`config.mk`:
```
export PLATFORM = sky130hd
export DESIGN_NAME = audio_frame_mixer_tone_volume
export DESIGN_NICKNAME = d
export VERILOG_FILES = /design/src/rtl/afm_pkg.sv /design/src/rtl/audio_frame_mixer_tone_volume.sv /design/src/rtl/afm_source.sv /design/src/rtl/afm_scale.sv
export SDC_FILE = /design/constraint.sdc
export NUM_CORES = 1
export LEC_CHECK = 0
export BUFFER_PORTS_ARGS = -buffer_cell sky130_fd_sc_hd__clkbuf_2
export CAP_MARGIN = 30
export CORE_MARGIN = 10
export CORE_UTILIZATION = 55
export CTS_BUF_LIST = sky130_fd_sc_hd__clkbuf_8
export CTS_CLUSTER_DIAMETER = 50
export CTS_CLUSTER_SIZE = 30
export DETAILED_ROUTE_END_ITERATION = 8
export PLACE_DENSITY_LB_ADDON = 0.1
export SYNTH_ARGS = -nofsm -noshare
export SYNTH_HDL_FRONTEND = slang
export SYNTH_SLANG_ARGS = --single-unit
```
`constraint.sdc`:
```
create_clock -name aclk -period 12.1 [get_ports aclk]
set_input_delay 1.21 -clock aclk [delete_from_list [all_inputs] [get_ports aclk]]
set_output_delay 1.21 -clock aclk [all_outputs]
set_load 0.01 [all_outputs]
```
`src/rtl/afm_pkg.sv`:
```
// Shared word types, register indexes and the sine table of the audio frame mixer.
package afm_pkg;

    typedef struct packed {
        logic signed [15:0] left_sample;
        logic signed [15:0] right_sample;
        logic               pcm_valid;
        logic               tone_start;
    } afm_in_t;

    typedef struct packed {
        logic [31:0] left_slot;
        logic [31:0] right_slot;
    } afm_out_t;

    localparam int CFG_INDEX_W = 2;
    localparam int CFG_DATA_W  = 20;

    localparam logic [CFG_INDEX_W-1:0] REG_VOLUME      = 2'd0;
    localparam logic [CFG_INDEX_W-1:0] REG_TONE_LENGTH = 2'd1;

    localparam logic [6:0]  VOLUME_RESET      = 7'd25;
    localparam logic [6:0]  VOLUME_MAX        = 7'd100;
    localparam logic [19:0] TONE_LENGTH_RESET = 20'd48000;

    localparam int ROM_SIZE = 48;

    localparam logic signed [15:0] SINE_ROM [0:ROM_SIZE-1] = '{
        16'sd0,     16'sd535,   16'sd1060,  16'sd1567,  16'sd2048,  16'sd2493,
        16'sd2896,  16'sd3250,  16'sd3547,  16'sd3784,  16'sd3956,  16'sd4061,
        16'sd4096,  16'sd4061,  16'sd3956,  16'sd3784,  16'sd3547,  16'sd3250,
        16'sd2896,  16'sd2493,  16'sd2048,  16'sd1567,  16'sd1060,  16'sd535,
        16'sd0,    -16'sd535,  -16'sd1060, -16'sd1567, -16'sd2048, -16'sd2493,
        -16'sd2896, -16'sd3250, -16'sd3547, -16'sd3784, -16'sd3956, -16'sd4061,
        -16'sd4096, -16'sd4061, -16'sd3956, -16'sd3784, -16'sd3547, -16'sd3250,
        -16'sd2896, -16'sd2493, -16'sd2048, -16'sd1567, -16'sd1060, -16'sd535
    };

    // The phase may run past one period of the table, so it is folded back first.
    function automatic logic signed [15:0] sine_value(input logic [7:0] phase);
        logic [7:0] folded;
        folded = phase;
        for (int i = 0; i < 5; i++) begin
            if (folded >= 8'(ROM_SIZE)) begin
                folded = folded - 8'(ROM_SIZE);
            end
        end
        return SINE_ROM[folded[5:0]];
    endfunction

endpackage

```
`src/rtl/audio_frame_mixer_tone_volume.sv`:
```
// Top level of the audio frame mixer with test tone and volume control.
//
// Each input word on s_valid/s_ready/s_data is one stereo frame: a PCM pair,
// a flag saying whether the pair is present and a tone restart flag. Each
// output word on m_valid/m_ready/m_data carries the two 32-bit I2S slots,
// both holding the mixed, volume-scaled sample in their upper 16 bits.
// The block has three register stages: sample selection with the tone
// counter, the volume multiply, and the divide by one hundred into the
// output register. One word is taken every cycle while the receiver keeps
// m_ready high. When the receiver stalls, words stay in their stages and
// s_ready drops only once every stage is full. Configuration is written
// through cfg_write, cfg_index and cfg_data: index 0 sets the volume in
// percent, saturating at 100, and index 1 the tone length in frames. Reset
// empties the pipeline, stops the tone and returns the volume to 25 and
// the tone length to 48000.
module audio_frame_mixer_tone_volume #(
    parameter int TONE_ENTRIES = 48
) (
    input  logic                                aclk,
    input  logic                                aresetn,
    input  logic                                s_valid,
    output logic                                s_ready,
    input  afm_pkg::afm_in_t                    s_data,
    output logic                                m_valid,
    input  logic                                m_ready,
    output afm_pkg::afm_out_t                   m_data,
    input  logic                                cfg_write,
    input  logic [afm_pkg::CFG_INDEX_W-1:0]     cfg_index,
    input  logic [afm_pkg::CFG_DATA_W-1:0]      cfg_data
);
    import afm_pkg::*;

    logic [6:0]         volume_reg;
    logic [19:0]        tone_length_reg;
    logic               sample_valid;
    logic               sample_ready;
    logic signed [15:0] sample;

    always_ff @(posedge aclk) begin
        if (!aresetn) begin
            volume_reg      <= VOLUME_RESET;
            tone_length_reg <= TONE_LENGTH_RESET;
        end else if (cfg_write) begin
            case (cfg_index)
                REG_VOLUME: begin
                    volume_reg <= (cfg_data[6:0] > VOLUME_MAX) ? VOLUME_MAX : cfg_data[6:0];
                end
                REG_TONE_LENGTH: begin
                    tone_length_reg <= cfg_data[19:0];
                end
                default: begin
                end
            endcase
        end
    end

    afm_source #(
        .TONE_ENTRIES (TONE_ENTRIES)
    ) u_source (
        .aclk        (aclk),
        .aresetn     (aresetn),
        .s_valid     (s_valid),
        .s_ready     (s_ready),
        .s_data      (s_data),
        .tone_length (tone_length_reg),
        .out_valid   (sample_valid),
        .out_ready   (sample_ready),
        .out_sample  (sample)
    );

    afm_scale u_scale (
        .aclk           (aclk),
        .aresetn        (aresetn),
        .in_valid       (sample_valid),
        .in_ready       (sample_ready),
        .in_sample      (sample),
        .volume_percent (volume_reg),
        .m_valid        (m_valid),
        .m_ready        (m_ready),
        .m_data         (m_data)
    );

endmodule

```
`src/rtl/afm_source.sv`:
```
// Tone state and sample selection stage of the audio frame mixer.
module afm_source #(
    parameter int TONE_ENTRIES = 48
) (
    input  logic                      aclk,
    input  logic                      aresetn,
    input  logic                      s_valid,
    output logic                      s_ready,
    input  afm_pkg::afm_in_t          s_data,
    input  logic [19:0]               tone_length,
    output logic                      out_valid,
    input  logic                      out_ready,
    output logic signed [15:0]        out_sample
);
    import afm_pkg::*;

    localparam int IDX_W = $clog2(TONE_ENTRIES);

    logic [19:0]        tone_remaining_reg;
    logic [19:0]        tone_remaining_next;
    logic [IDX_W-1:0]   tone_index_reg;
    logic [IDX_W-1:0]   tone_index_next;
    logic               valid_reg;
    logic signed [15:0] sample_reg;
    logic signed [15:0] sample_next;

    logic               accept;
    logic [19:0]        remaining_eff;
    logic [IDX_W-1:0]   index_eff;
    logic signed [16:0] pcm_sum;
    logic signed [16:0] pcm_rounded;

    assign s_ready    = !valid_reg || out_ready;
    assign accept     = s_valid && s_ready;
    assign out_valid  = valid_reg;
    assign out_sample = sample_reg;

    always_comb begin
        remaining_eff = s_data.tone_start ? tone_length : tone_remaining_reg;
        index_eff     = s_data.tone_start ? '0 : tone_index_reg;
        pcm_sum       = 17'(s_data.left_sample) + 17'(s_data.right_sample);
        // Adding one to a negative sum makes the halving truncate toward zero.
        pcm_rounded   = pcm_sum + 17'(pcm_sum[16]);

        tone_remaining_next = remaining_eff;
        tone_index_next     = index_eff;
        sample_next         = 16'sd0;
        if (remaining_eff != 20'd0) begin
            sample_next         = sine_value(8'(index_eff));
            tone_remaining_next = remaining_eff - 20'd1;
            if (index_eff == IDX_W'(TONE_ENTRIES - 1)) begin
                tone_index_next = '0;
            end else begin
                tone_index_next = index_eff + IDX_W'(1);
            end
        end else if (s_data.pcm_valid) begin
            sample_next = $signed(pcm_rounded[16:1]);
        end
    end

    always_ff @(posedge aclk) begin
        if (!aresetn) begin
            valid_reg          <= 1'b0;
            tone_remaining_reg <= '0;
            tone_index_reg     <= '0;
        end else begin
            if (s_ready) begin
                valid_reg <= s_valid;
            end
            if (accept) begin
                tone_remaining_reg <= tone_remaining_next;
                tone_index_reg     <= tone_index_next;
            end
        end
    end

    always_ff @(posedge aclk) begin
        if (accept) begin
            sample_reg <= sample_next;
        end
    end

    assert property (@(posedge aclk) disable iff (!aresetn)
        tone_index_reg <= IDX_W'(TONE_ENTRIES - 1))
        else $error("Tone phase has left its period.");

    assert property (@(posedge aclk) disable iff (!aresetn)
        accept && !s_data.tone_start && tone_remaining_reg != 20'd0
        |=> tone_remaining_reg == $past(tone_remaining_reg) - 20'd1)
        else $error("Tone counter did not count down on a tone word.");

    assert property (@(posedge aclk) disable iff (!aresetn)
        accept && s_data.tone_start && tone_length != 20'd0
        |=> valid_reg && sample_reg == 16'sd0 && tone_index_reg == IDX_W'(1))
        else $error("Tone restart did not begin at phase zero.");

endmodule

```
`src/rtl/afm_scale.sv`:
```
// Volume multiply, divide by one hundred and slot packing stages of the audio frame mixer.
module afm_scale (
    input  logic                aclk,
    input  logic                aresetn,
    input  logic                in_valid,
    output logic                in_ready,
    input  logic signed [15:0]  in_sample,
    input  logic [6:0]          volume_percent,
    output logic                m_valid,
    input  logic                m_ready,
    output afm_pkg::afm_out_t   m_data
);
    import afm_pkg::*;

    // floor(x / 100) equals (x * RECIP_100) >> RECIP_SHIFT for every x below 2**22.
    localparam logic [22:0] RECIP_100   = 23'd5368710;
    localparam int          RECIP_SHIFT = 29;

    logic               product_valid_reg;
    logic signed [23:0] product_reg;
    logic signed [23:0] product_next;
    logic               product_ready;
    logic               out_valid_reg;
    afm_out_t           out_data_reg;
    afm_out_t           out_data_next;
    logic               out_ready;

    logic               product_neg;
    logic [21:0]        product_mag;
    logic [44:0]        quotient_full;
    logic [15:0]        quotient;
    logic [15:0]        scaled;

    assign out_ready     = !out_valid_reg || m_ready;
    assign product_ready = !product_valid_reg || out_ready;
    assign in_ready      = product_ready;
    assign m_valid       = out_valid_reg;
    assign m_data        = out_data_reg;

    always_comb begin
        product_next  = 24'(in_sample) * $signed({1'b0, volume_percent});
        product_neg   = product_reg[23];
        product_mag   = product_neg ? 22'(-product_reg) : 22'(product_reg);
        quotient_full = 45'(product_mag) * 45'(RECIP_100);
        quotient      = quotient_full[RECIP_SHIFT +: 16];
        scaled        = product_neg ? 16'(~quotient + 16'd1) : quotient;
        out_data_next.left_slot  = {scaled, 16'h0000};
        out_data_next.right_slot = {scaled, 16'h0000};
    end

    always_ff @(posedge aclk) begin
        if (!aresetn) begin
            product_valid_reg <= 1'b0;
            out_valid_reg     <= 1'b0;
        end else begin
            if (product_ready) begin
                product_valid_reg <= in_valid;
            end
            if (out_ready) begin
                out_valid_reg <= product_valid_reg;
            end
        end
    end

    always_ff @(posedge aclk) begin
        if (in_valid && product_ready) begin
            product_reg <= product_next;
        end
        if (product_valid_reg && out_ready) begin
            out_data_reg <= out_data_next;
        end
    end

    assert property (@(posedge aclk) disable iff (!aresetn)
        out_valid_reg |-> out_data_reg.left_slot[15:0] == 16'h0000
            && out_data_reg.left_slot == out_data_reg.right_slot)
        else $error("Output slots disagree or carry low bits.");

    assert property (@(posedge aclk) disable iff (!aresetn)
        in_valid && product_ready && volume_percent == 7'd0 |=> product_reg == 24'sd0)
        else $error("Zero volume gave a non-zero product.");

    assert property (@(posedge aclk) disable iff (!aresetn)
        product_valid_reg && out_valid_reg && !m_ready
        |=> product_valid_reg && $stable(product_reg))
        else $error("Product stage moved while the output was stalled.");

endmodule

```
---- After elaboration in Yosys (flattened, before gate mapping) ----
Memory sizes are Yosys's and may differ from the RTL's.
Cells that the tools add are included.
word-level totals
  logic and storage cells ................. 70
  input port bits ......................... 61
  flip-flop bits (word level) ............. 112
  output and inout bits ................... 66
  ROM bits ................................ 1024
  memories kept ........................... 1
  bits in latches ......................... 0
  bits in writable memories ............... 0
cells by class
  mux-type cells .......................... 22
  shift-type cells ........................ 0
  equality and inequality tests ........... 2
  multiply operators ...................... 2
  add/sub/neg operators ................... 11
  reduce and logical (&&, ||, !) cells .... 13
  div/mod/pow operators ................... 0
  $lt $le $gt $ge ......................... 7
  bitwise gates (word level) .............. 2
memory list
  name             depth  width  read ports  clocked after Yosys merged registers in  write ports  RTL line       RTL
  (no name shown)  64     16     1           0                                        0            afm_pkg.sv:48  return SINE_ROM[folded[5:0]];
operator list
  kind                                                                                  count
  16-bit two-way mux                                                                    5
  8-bit two-way mux                                                                     8
  22-bit by 22-bit multiplier with 44-bit output (second input constant)                1
  20-bit two-way mux                                                                    2
  8-bit by 6-bit greater-or-equal comparator with 1-bit output (second input constant)  4
  6-bit two-way mux                                                                     5
  16-bit by 8-bit multiplier with 24-bit output                                         1
  8-bit by 6-bit subtractor with 8-bit output (second input constant)                   3
  22-bit two-way mux                                                                    1
  22-bit negation                                                                       1
  20-bit nonzero test                                                                   1
  20-bit by 1-bit subtractor with 20-bit output (second input constant)                 1
  16-bit by 16-bit adder with 17-bit output                                             1
  17-bit by 1-bit adder with 17-bit output                                              1
  16-bit by 1-bit adder with 16-bit output (second input constant)                      1
  16-bit inverter                                                                       1
  7-bit greater-or-equal comparator (second input constant)                             1
  7-bit greater-than comparator (second input constant)                                 1
  7-bit two-way mux                                                                     1
  6-bit inverter with 7-bit output                                                      1
  6-bit by 6-bit subtractor with 7-bit output (second input constant)                   1
  6-bit by 1-bit adder with 6-bit output (second input constant)                        1
  6-bit == test (second input constant)                                                 1
  6-bit greater-or-equal comparator (second input constant)                             1
  other kinds (7)                                                                       14

---- Logic depth before layout (Yosys ltp) ----
Gate-level depths: netlist of run 1.
  word-level depth ........................ 21
  mapped depth ............................ 36

---- By module ----
From an unflattened synthesis of run 1, not the netlist that was laid out.
second synthesis, totals
  cell total of the unflattened synthesis .. 2362
  area, all modules ....................... 20956.3 µm²
by module, submodules not included
  module                         cells an instance  instances  area each (µm²)
  afm_scale                      1580               1          15087.0
  afm_source                     660                1          4855.9
  audio_frame_mixer_tone_volume  122                1          1013.5

---- Least setup slack after synthesis of run 1 ----
Ideal clock, no wire load.
  path type ............................... flip-flop to flip-flop
  from .................................... register u_scale.product_reg[0]
  to ...................................... register u_scale.out_data_reg, in the netlist u_scale.m_data[58] (data pin)
  slack ................................... 3.739 ns
  arrival ................................. 8.099 ns
  period minus slack after synthesis ...... 8.361 ns
  stages on the path, launching flop included .. 33
  path buffers ............................ 0
  cells stage by stage .................... edfxtp_1 -> inv_1 -> ha_1 -> nand2_1 -> nor2_1 -> nand2_1 -> or2_2 -> o31ai_1 -> nand2_1 -> xor2_1 -> ha_1 -> inv_1 -> fa_1 -> fa_1 -> inv_1 -> fa_1 -> fa_1 -> fa_1 -> inv_1 -> fa_1 -> inv_1 -> ha_1 -> nand3_1 -> nor4_4 -> nand3_1 -> o221a_4 -> nand2_1 -> xnor2_1 -> ha_1 -> inv_1 -> o41ai_2 -> o21ai_0 -> xnor2_1
on the way
  cells in the longest elaborated chain, start to end .. 6
RTL lines
  item                                                RTL line         RTL
  start: declaration                                  afm_scale.sv:20  logic signed [23:0] product_reg;
  start signal: assignment                            afm_scale.sv:67  product_reg <= product_next;
  22-bit negation                                     afm_scale.sv:43  product_mag = product_neg ? 22'(-product_reg) : 22'(product_reg);
  22-bit two-way mux (*)                              afm_scale.sv:43
  22-bit by 22-bit multiplier with 44-bit output (*)  afm_scale.sv:44  quotient_full = 45'(product_mag) * 45'(RECIP_100);
  16-bit inverter                                     afm_scale.sv:46  scaled = product_neg ? 16'(~quotient + 16'd1) : quotient;
  16-bit by 1-bit adder with 16-bit output            afm_scale.sv:46
  16-bit two-way mux (*)                              afm_scale.sv:46
  named net u_scale.scaled[10]                        afm_scale.sv:32  logic [15:0] scaled;
  end signal: assignment                              afm_scale.sv:70  out_data_reg <= out_data_next;
  end: declaration                                    afm_scale.sv:24  afm_out_t out_data_reg;
Mark *: on every way through the listed nets, which the timed path passes. The rest lies on a longest branch.
A chain may end at the register's enable or synchronous reset.

---- Worst setup path after layout of run 1 ----
Same ends and word-level chain as after synthesis.

==> impl_table.tex, run 1 <==
\begin{tabular}{lr}
\hline
Metric & Value \\
\hline
\multicolumn{2}{l}{\textbf{Route}} \\
\quad Via density per instance & 5.400 \\
\quad Final Routed Wirelength & approximately 51 mm \\
\quad Number of iterations in the first detailed-routing pass & 5 \\
\quad DRC & 0 \\
\quad Vias after detailed routing & between 15000 and 20000 \\
\quad Routed len/inst & $\sim$17 um \\
\quad Count of nets left with antenna violations after detail routing & 0 \\
\quad Count of routing violations after the opening detailed-route iteration & 988 \\
\multicolumn{2}{l}{\textbf{Setup path}} \\
\quad Worst Setup End Kind & flip-flop \\
\quad Total buffers and inverters traversed by the critical path & 6 \\
\quad Slowest cell delay on critical path & 0.82 ns \\
\quad Endpoint required time on the critical path & $\sim$12 ns \\
\quad WP data arrival & 9.64 ns \\
\quad Critical path start-end classification & flip-flop to flip-flop \\
\quad Top delay family on crit path & adder cells \\
\quad Crit-path slowest cell & xor2\_1 \\
\quad Biggest fanout along the worst timing path & 10 \\
\quad Startpoint class of the critical path & flip-flop \\
\multicolumn{2}{l}{\textbf{CTS}} \\
\quad Clk slew on worst S/H paths & $\sim$0.13 ns \\
\quad Number of buffers on the longest clock path & 2 \\
\quad Number of hold-repair buffers added at the cts stage & 0 \\
\quad Number of sinks on the clock net & roughly 110 \\
\quad TritonCTS clock tree & done \\
\quad Clk Latency, worst-skew pair & approximately 0.44 ns \\
\quad Num CTS Buffers & 9 \\
\quad CTS H-Tree Depth & 3 \\
\quad CTS root buf & clkbuf\_8 \\
\quad Setup fix buffers added after clock tree synthesis & 0 \\
\quad Resized cells post-CTS & 0 \\
\multicolumn{2}{l}{\textbf{Floorplan}} \\
\quad IO Pins & around 130 \\
\quad Width of the die & roughly 220 um \\
\quad Starting Density & 0.5607 \\
\quad DIE AREA & $\sim$47000 sq um \\
\quad Die Span Y & 216.4 um \\
\quad Cell row count & approximately 70 \\
\quad Core Region & roughly 38000 sq um \\
\multicolumn{2}{l}{\textbf{Placement}} \\
\quad HPWL after detailed placement & about 43 mm \\
\quad Count of input and output buffers & 94 \\
\quad Final RePlAce weighted congestion & between 0.9 and 1 \\
\quad Placement-stage cell area & roughly 22000 sq um \\
\multicolumn{2}{l}{\textbf{Cells and area}} \\
\quad Layout overhead on the synthesized area & 4.387\% \\
\quad Flip-flop count of the largest register after layout & 23 \\
\quad Non-Filler Cell Area, Final & 22150 sq um \\
\quad Fraction of final layout cells sized beyond drive strength 1 & 0.06694 \\
\quad Diodes inserted & 0 \\
\quad Final nets & 3107 \\
\multicolumn{2}{l}{\textbf{Min path}} \\
\quad Class of the tightest hold or removal check & flip-flop to flip-flop \\
\multicolumn{2}{l}{\textbf{GRT}} \\
\quad GR Overflow Total & 0 \\
\quad Overall routing resource usage & 0.2207 \\
\quad Vias in the first global route & between 15000 and 20000 \\
\quad First-pass GRT wire length & roughly 85 mm \\
\quad Initial antenna violation count & 0 \\
\quad Maximum number of pins on one net before global-route repair & 44 \\
\multicolumn{2}{l}{\textbf{Synth}} \\
\quad Number of warnings reported in the yosys synthesis log & 0 \\
\quad Yosys top cell area share & 0.2472 \\
\quad Share of synthesized area occupied by flip-flops and latches & 0.1307 \\
\quad Cell count after synthesis & about 2400 \\
\quad Number of synthesized register bits & 111 \\
\quad Leading post-synthesis cells by cell area & fa\_1, ha\_1, inv\_1 \\
\quad Share of flip-flops with an asynchronous set or reset & 0 \\
\quad Number of library cell types mapped by synthesis & 84 \\
\quad Cell area after synthesis & 21220 sq um \\
\quad Prevailing post-synth register cell & dfxtp\_1 \\
\quad Most frequent cells after synthesis & inv\_1, ha\_1, fa\_1 \\
\quad Most area-hungry cell type in the Yosys netlist & fa\_1 \\
\quad Per-instance average area after synthesis & approximately 8.7 sq um \\
\quad Most instantiated library cell after synthesis & inv\_1 \\
\quad Post-synth EDFFs & 55 \\
\multicolumn{2}{l}{\textbf{Timing}} \\
\quad Period utilisation layout & 0.7790 \\
\quad \# setup viols final & 0 \\
\quad Fin Clk Skew & around 0.022 ns \\
\quad Transition time at the pin with the least slew margin & 1.041 ns \\
\quad Final Max Tran Viols & 0 \\
\quad Final critical path time including I/O delays and setup & roughly 9.4 ns \\
\quad Setup TNS after final layout & 0 ns \\
\quad Normalized max-slew margin & 0.3008 \\
\quad Top achievable clock speed & 0.1061 GHz \\
\quad Final hold slack & between 0.4 and 0.5 ns \\
\quad Hold Vio Cnt, Final & 0 \\
\quad RSZ-0062 raised after global routing & false \\
\multicolumn{2}{l}{\textbf{Run}} \\
\quad \# Max-Cap Violations & 0 \\
\multicolumn{2}{l}{\textbf{Outcome}} \\
\quad Run status & finished, final reports clean \\
\hline
\end{tabular}
[placed cells by master, fill, tap and decap left out, drive strengths merged, types with 12 or more instances in the layout]
master	instances
buf	16
xor2	29
nor3	41
a31oi	25
nand2	189
nor4	13
xnor2	76
a211oi	12
nor2	103
mux2i	21
and2	99
dfxtp	56
inv	511
o22ai	13
nand2b	14
clkbuf	103
nand3	48
edfxtp	55
o211ai	13
a22oi	12
ha	309
fa	262
a21o	16
nand4	15
o21ai	103
a21oi	123
conb	32
[kinds of logic after synthesis]
kind of cell,synth area share
buffers and inverters,0.1201
AND/OR/NAND/NOR,0.1412
adder cells (fa/ha/maj),0.4294
AO/OA/AOI/OAI,0.1242
flip-flops,0.1307
XOR/XNOR,0.04334
multiplexers,0.01097
other,0.0001767
[routing by layer]
metal  routed length (um)  track usage
met5                    0            0
met4                 1350      0.06782
met3                 1515      0.02618
met2                26010       0.3959
met1                22020       0.2712
[stage by stage]
step,setup WS [ns],instances,utilization
4_1_cts,2.620,2991,0.5853
5_1_grt,2.163,2991,0.5853
6_report,2.674,2991,0.5853
3_3_place_gp,2.791,2972,0.5790
2_1_floorplan,3.739,2472,-
3_5_place_dp,2.626,2975,0.5801
[final timing paths]
path / slack [ns] / to / cells after the start / from
max reg2reg: 2.67 / u_scale.m_data[58]$_DFFE_PP_ / 32 / u_scale.product_reg[0]$_DFFE_PP_
min: 0.47 / tone_length_reg[1]$_SDFFE_PN0P_ / 2 / tone_length_reg[1]$_SDFFE_PN0P_
max: 2.67 / u_scale.m_data[58]$_DFFE_PP_ / 32 / u_scale.product_reg[0]$_DFFE_PP_
min reg2reg: 0.47 / tone_length_reg[1]$_SDFFE_PN0P_ / 2 / tone_length_reg[1]$_SDFFE_PN0P_
[worst reg2reg max path: cells and delay by family (launching register included)]
kind | cells | cell delay, ns
simple gates | 9 | 1.51
fa+ha+maj | 10 | 4.07
xor+xnor | 3 | 1.12
flops | 1 | 0.61
compound gates | 4 | 1.32
buf+inv | 6 | 0.57
[layout make-up]
class	instances	area, sq um
clock inverter	7	72.57
tap	511	639.4
inverter	509	1911
fill	3464	15690
timing repair buffer	110	610.6
clock buffer	9	123.9
multi-input combinational	1734	16020
sequential	111	2773
Power of run 1 is not shown: default switching activity piles up to over one toggle a cycle in this logic, so the estimate is an artifact.
==> run 2: changes to the inputs <==
clock period = 9.4 ns   (was 12.1 ns; I/O delays follow)
==> impl_table.tex, run 2 (same netlist as run 1, synthesis figures left out) <==
\begin{tabular}{lr}
\hline
Metric & Value \\
\hline
\multicolumn{2}{l}{\textbf{Timing}} \\
\quad Top achievable clock speed & around 0.11 GHz \\
\quad Normalized max-slew margin & 0.3236 \\
\quad Final critical path time including I/O delays and setup & around 8.8 ns \\
\quad \# setup viols final & 0 \\
\quad Period utilisation layout & 0.9404 \\
\quad RSZ-0062 raised after global routing & false \\
\quad Final Max Tran Viols & 0 \\
\quad Fin Clk Skew & $\sim$0.018 ns \\
\quad Hold Vio Cnt, Final & 0 \\
\quad Transition time at the pin with the least slew margin & $\sim$1.0 ns \\
\quad Setup TNS after final layout & 0 ns \\
\multicolumn{2}{l}{\textbf{GRT}} \\
\quad Vias in the first global route & 16735 \\
\quad Overall routing resource usage & 0.2175 \\
\quad GR Overflow Total & 0 \\
\quad Maximum number of pins on one net before global-route repair & between 40 and 50 \\
\quad Initial antenna violation count & 0 \\
\quad First-pass GRT wire length & between 80 and 90 mm \\
\multicolumn{2}{l}{\textbf{Floorplan}} \\
\quad Cell row count & between 70 and 80 \\
\quad DIE AREA & approximately 47000 sq um \\
\quad Die Span Y & $\sim$220 um \\
\quad Core Region & about 38000 sq um \\
\quad Width of the die & 216.4 um \\
\quad IO Pins & 127 \\
\quad Starting Density & 0.5607 \\
\multicolumn{2}{l}{\textbf{Placement}} \\
\quad Final RePlAce weighted congestion & around 0.95 \\
\quad Count of input and output buffers & 94 \\
\quad Placement-stage cell area & about 22000 sq um \\
\quad HPWL after detailed placement & about 43 mm \\
\multicolumn{2}{l}{\textbf{Min path}} \\
\quad Hold path start & tone\_length\_reg[0]\$\_SDFFE\_PN0P\_ \\
\quad Class of the tightest hold or removal check & flip-flop to flip-flop \\
\quad Worst Hold Endpoint & tone\_length\_reg[0]\$\_SDFFE\_PN0P\_ \\
\quad Cells on Worst Hold Path & 2 \\
\multicolumn{2}{l}{\textbf{Route}} \\
\quad Routed len/inst & about 17 um \\
\quad Routed wl met3 & approximately 1.8 mm \\
\quad DRC & 0 \\
\quad Count of routing violations after the opening detailed-route iteration & around 1000 \\
\quad Routed wire length on met2 & approximately 26 mm \\
\quad Number of iterations in the first detailed-routing pass & 8 \\
\quad Final Routed Wirelength & just over 50 mm \\
\quad Highest routed metal layer & met4 \\
\quad Count of nets left with antenna violations after detail routing & 0 \\
\quad Vias after detailed routing & $\sim$16000 \\
\quad M1 wire length & between 20 and 25 mm \\
\quad Via density per instance & around 5.4 \\
\multicolumn{2}{l}{\textbf{CTS}} \\
\quad CTS root buf & clkbuf\_8 \\
\quad Resized cells post-CTS & 0 \\
\quad Number of buffers on the longest clock path & 2 \\
\quad Num CTS Buffers & 9 \\
\quad Number of hold-repair buffers added at the cts stage & 0 \\
\quad CTS H-Tree Depth & 3 \\
\quad Setup fix buffers added after clock tree synthesis & 0 \\
\quad TritonCTS clock tree & done \\
\quad Clk slew on worst S/H paths & $\sim$0.12 ns \\
\quad Clk Latency, worst-skew pair & 0.44 ns \\
\quad Number of sinks on the clock net & 111 \\
\multicolumn{2}{l}{\textbf{Setup path}} \\
\quad Startpoint class of the critical path & flip-flop \\
\quad Most prevalent standard cell on the critical path & inv\_1 \\
\quad Critical R2R Launch & u\_scale.product\_reg[0]\$\_DFFE\_PP\_ \\
\quad Endpoint required time on the critical path & $\sim$9.6 ns \\
\quad Reg2Reg Capture Point & u\_scale.m\_data[62]\$\_DFFE\_PP\_ \\
\quad Worst Setup End Kind & flip-flop \\
\quad WP data arrival & 9.04 ns \\
\quad Critical path start-end classification & flip-flop to flip-flop \\
\quad Depth of the worst register-to-register path & 33 \\
\quad Crit-path slowest cell & a2111oi\_4 \\
\quad Biggest fanout along the worst timing path & 9 \\
\quad Slowest cell delay on critical path & 0.57 ns \\
\quad Setup slack, reg-to-reg & approximately 0.56 ns \\
\multicolumn{2}{l}{\textbf{Cells and area}} \\
\quad Register area & $\sim$2800 sq um \\
\quad Most common library cell in the layout ignoring fill and taps & inv\_1 \\
\quad Layout overhead on the synthesized area & 4.882\% \\
\quad Area used by multi-input combinational logic & $\sim$16000 sq um \\
\quad Fill cell count & between 3000 and 4000 \\
\quad Most used cells in the layout excluding fill and tap cells & inv\_1, ha\_1, fa\_1 \\
\quad Fraction of final layout cells sized beyond drive strength 1 & 0.07249 \\
\quad Diodes inserted & 0 \\
\quad Non-Filler Cell Area, Final & $\sim$22000 sq um \\
\quad Final nets & 3124 \\
\quad Flip-flop count of the largest register after layout & 23 \\
\multicolumn{2}{l}{\textbf{Run}} \\
\quad \# Max-Cap Violations & 0 \\
\multicolumn{2}{l}{\textbf{Outcome}} \\
\quad Run status & finished, final reports clean \\
\hline
\end{tabular}
run 2: changes by cell type in the layout (fill, tap and decap cells not counted):
cell / before / now
buf_4: 15 / 32
clkinv_4: 1 / 2
inv_12: 1 / 0
clkinvlp_4: 0 / 1
inv_4: 0 / 1
inv_1: 506 / 508
clkinv_2: 1 / 0
inv_6: 1 / 0
inv_8: 3 / 1
run 2: area by class of cell:
type	instances	area share
multi-input combinational	1734	0.7199
sequential	111	0.1246
tap	511	0.02873
clock buffer	9	0.005566
clock inverter	7	0.002249
inverter	509	0.08584
timing repair buffer	127	0.03317
run 2: layer usage:
layer	GRT usage	vias to the layer above
met5	0	-
met3	0.02758	69
met2	0.3872	341
li1	-	8017
met1	0.2678	7908
met4	0.06852	0
run 2: worst max-delay path by stage:
stage | start | end | slack (ns) | cells past startpoint
floorplan | u_scale.product_reg[0]$_DFFE_PP_ | u_scale.m_data[58]$_DFFE_PP_ | 1.04 | 32
global placement | u_scale.product_reg[0]$_DFFE_PP_ | u_scale.m_data[62]$_DFFE_PP_ | 0.72 | 33
detailed placement | u_scale.product_reg[0]$_DFFE_PP_ | u_scale.m_data[62]$_DFFE_PP_ | 0.62 | 33
CTS | u_scale.product_reg[0]$_DFFE_PP_ | u_scale.m_data[62]$_DFFE_PP_ | 0.58 | 33
global route | u_scale.product_reg[0]$_DFFE_PP_ | u_scale.m_data[62]$_DFFE_PP_ | 0.03 | 33
finish | u_scale.product_reg[0]$_DFFE_PP_ | u_scale.m_data[62]$_DFFE_PP_ | 0.56 | 33
run 2: metrics by stage:
stage	std cells	hold WS [ns]	util	setup WS, ns
final	3008	0.4606	0.5881	0.5598
after global routing	3008	0.4882	0.5881	0.02871
after CTS	3008	0.4629	0.5881	0.5843
after detailed placement	2992	0.4478	0.5835	0.6233
after global placement	2990	0.4447	0.5826	0.7199
after floorplan	2472	0.4360	-	1.039
run 2: worst max-delay path: cells and delay by family (launching register included):
family	cells	cell delay, ns
adders and majority gates	9	3.52
AOI/OAI and AO/OA	7	2.02
buffers and inverters	7	0.65
and+or+nand+nor	8	1.45
DFF	1	0.40
xor gates and xnor gates	2	0.56
Power of run 2 is left out for the same reason.
==> run 3: changes to the inputs <==
CORE_MARGIN = 4   (was 10)
CORE_UTILIZATION = 60   (was 55)
==> impl_table.tex, run 3 (same netlist as run 1, synthesis figures left out) <==
\begin{tabular}{lr}
\hline
Metric & Value \\
\hline
\multicolumn{2}{l}{\textbf{Outcome}} \\
\quad Run status & finished, final reports clean \\
\multicolumn{2}{l}{\textbf{Setup path}} \\
\quad Slowest cell delay on critical path & 0.58 ns \\
\quad Depth of the worst register-to-register path & 33 \\
\quad Critical path start-end classification & flip-flop to flip-flop \\
\quad Startpoint class of the critical path & flip-flop \\
\quad Setup slack, reg-to-reg & between 0.6 and 0.7 ns \\
\quad Endpoint required time on the critical path & around 9.6 ns \\
\quad WP data arrival & roughly 9 ns \\
\quad Crit-path slowest cell & fa\_1 \\
\quad Most prevalent standard cell on the critical path & inv\_1 \\
\quad Reg2Reg Capture Point & u\_scale.m\_data[63]\$\_DFFE\_PP\_ \\
\quad Worst Setup End Kind & flip-flop \\
\quad Biggest fanout along the worst timing path & 9 \\
\quad Critical R2R Launch & u\_scale.product\_reg[0]\$\_DFFE\_PP\_ \\
\multicolumn{2}{l}{\textbf{Cells and area}} \\
\quad Flip-flop count of the largest register after layout & 23 \\
\quad Most common library cell in the layout ignoring fill and taps & inv\_1 \\
\quad Fraction of final layout cells sized beyond drive strength 1 & 0.07332 \\
\quad Final nets & 3123 \\
\quad Most used cells in the layout excluding fill and tap cells & inv\_1, ha\_1, fa\_1 \\
\quad Area used by multi-input combinational logic & $\sim$16000 sq um \\
\quad Post-route insts no fill & just under 3000 \\
\quad Non-Filler Cell Area, Final & approximately 22000 sq um \\
\quad Fill cell count & 3012 \\
\quad Register area & 2773 sq um \\
\quad Layout overhead on the synthesized area & 4.623\% \\
\quad Diodes inserted & 0 \\
\multicolumn{2}{l}{\textbf{CTS}} \\
\quad Number of buffers on the longest clock path & 2 \\
\quad CTS H-Tree Depth & 3 \\
\quad TritonCTS clock tree & done \\
\quad Clk slew on worst S/H paths & between 0.1 and 0.15 ns \\
\quad Setup fix buffers added after clock tree synthesis & 0 \\
\quad Number of sinks on the clock net & about 110 \\
\quad CTS root buf & clkbuf\_8 \\
\quad Num CTS Buffers & 9 \\
\quad Clk Latency, worst-skew pair & approximately 0.43 ns \\
\quad Number of hold-repair buffers added at the cts stage & 0 \\
\multicolumn{2}{l}{\textbf{Placement}} \\
\quad HPWL after detailed placement & 41.76 mm \\
\quad Placement-stage cell area & 22000 sq um \\
\quad \# placed instances & roughly 2900 \\
\quad Final RePlAce weighted congestion & $\sim$0.95 \\
\quad Count of input and output buffers & 94 \\
\multicolumn{2}{l}{\textbf{Min path}} \\
\quad Worst Hold Endpoint & tone\_length\_reg[0]\$\_SDFFE\_PN0P\_ \\
\quad Cells on Worst Hold Path & 2 \\
\quad Class of the tightest hold or removal check & flip-flop to flip-flop \\
\quad Hold path start & tone\_length\_reg[0]\$\_SDFFE\_PN0P\_ \\
\multicolumn{2}{l}{\textbf{GRT}} \\
\quad GR Overflow Total & 0 \\
\quad Maximum number of pins on one net before global-route repair & between 60 and 70 \\
\quad Vias in the first global route & about 17000 \\
\quad Overall routing resource usage & 0.2587 \\
\quad First-pass GRT wire length & about 82 mm \\
\quad Initial antenna violation count & 0 \\
\multicolumn{2}{l}{\textbf{Timing}} \\
\quad Top achievable clock speed & $\sim$0.11 GHz \\
\quad Period utilisation layout & 0.9333 \\
\quad RSZ-0062 raised after global routing & false \\
\quad Hold Vio Cnt, Final & 0 \\
\quad Setup TNS after final layout & 0 ns \\
\quad Normalized max-slew margin & 0.3859 \\
\quad Fin Clk Skew & approximately 0.022 ns \\
\quad Final critical path time including I/O delays and setup & roughly 8.8 ns \\
\quad \# setup viols final & 0 \\
\quad Transition time at the pin with the least slew margin & 0.9184 ns \\
\quad Final Max Tran Viols & 0 \\
\multicolumn{2}{l}{\textbf{Route}} \\
\quad Number of iterations in the first detailed-routing pass & 5 \\
\quad Via density per instance & around 5.6 \\
\quad Routed len/inst & 16.74 um \\
\quad DRC & 0 \\
\quad Final Routed Wirelength & approximately 49 mm \\
\quad Vias after detailed routing & between 15000 and 20000 \\
\quad Count of nets left with antenna violations after detail routing & 0 \\
\quad Count of routing violations after the opening detailed-route iteration & 811 \\
\multicolumn{2}{l}{\textbf{Floorplan}} \\
\quad Cell row count & 68 \\
\quad Core Region & 34710 sq um \\
\quad DIE AREA & 38440 sq um \\
\quad Die Span Y & 196.1 um \\
\quad Starting Density & 0.6113 \\
\quad Width of the die & 196.1 um \\
\quad IO Pins & between 100 and 150 \\
\multicolumn{2}{l}{\textbf{Run}} \\
\quad \# Max-Cap Violations & 0 \\
\hline
\end{tabular}
## run 3: final cells by class
class,count,area share
Timing Repair Buffer,126,0.03291
Inverter,509,0.08606
Clock buffer,9,0.005579
Tap cell,455,0.02564
Sequential cell,111,0.1249
Multi-Input combinational cell,1734,0.7221
Clock inverter,7,0.002818
## run 3: worst max-delay path by stage
stage / start / cells after the start / slack, ns / to
6_report: u_scale.product_reg[0]$_DFFE_PP_ / 33 / 0.63 / u_scale.m_data[63]$_DFFE_PP_
5_1_grt: u_scale.product_reg[0]$_DFFE_PP_ / 33 / 0.01 / u_scale.m_data[61]$_DFFE_PP_
4_1_cts: u_scale.product_reg[0]$_DFFE_PP_ / 30 / 0.45 / u_scale.m_data[58]$_DFFE_PP_
3_5_place_dp: u_scale.product_reg[0]$_DFFE_PP_ / 32 / 0.46 / u_scale.m_data[58]$_DFFE_PP_
3_3_place_gp: u_scale.product_reg[0]$_DFFE_PP_ / 32 / 0.70 / u_scale.m_data[58]$_DFFE_PP_
2_1_floorplan: u_scale.product_reg[0]$_DFFE_PP_ / 32 / 1.04 / u_scale.m_data[58]$_DFFE_PP_
## run 3: critical path, delay by kind of cell (launching register included)
kind	cells	cell delay, ns
adders and majority gates	9	3.58
AOI/OAI and AO/OA	7	2.01
and+or+nand+nor	7	1.17
buffers and inverters	8	0.81
xor gates and xnor gates	2	0.56
DFF	1	0.40
## run 3: stage by stage
| step | worst slack (ns) | utilization | hold WS [ns] |
|---|---|---|---|
| floorplan | 1.039 | - | 0.4360 |
| global placement | 0.7000 | 0.6329 | 0.4464 |
| detailed placement | 0.4643 | 0.6339 | 0.4511 |
| CTS | 0.4503 | 0.6393 | 0.4676 |
| global route | 0.01103 | 0.6396 | 0.4925 |
| finish | 0.6268 | 0.6396 | 0.4671 |
## run 3: repair_timing
item / CTS / global route
gates resized for setup: 0 / 3
setup endpoints to repair: 0 / 5
hold endpoints to repair: 0 / 0
## run 3: routing by layer
metal,routed length (um),track usage
met5,0,0
met2,24900,0.4555
met4,1109,0.06775
met3,1857,0.02834
met1,21540,0.3418
Power of run 3 is left out for the same reason.
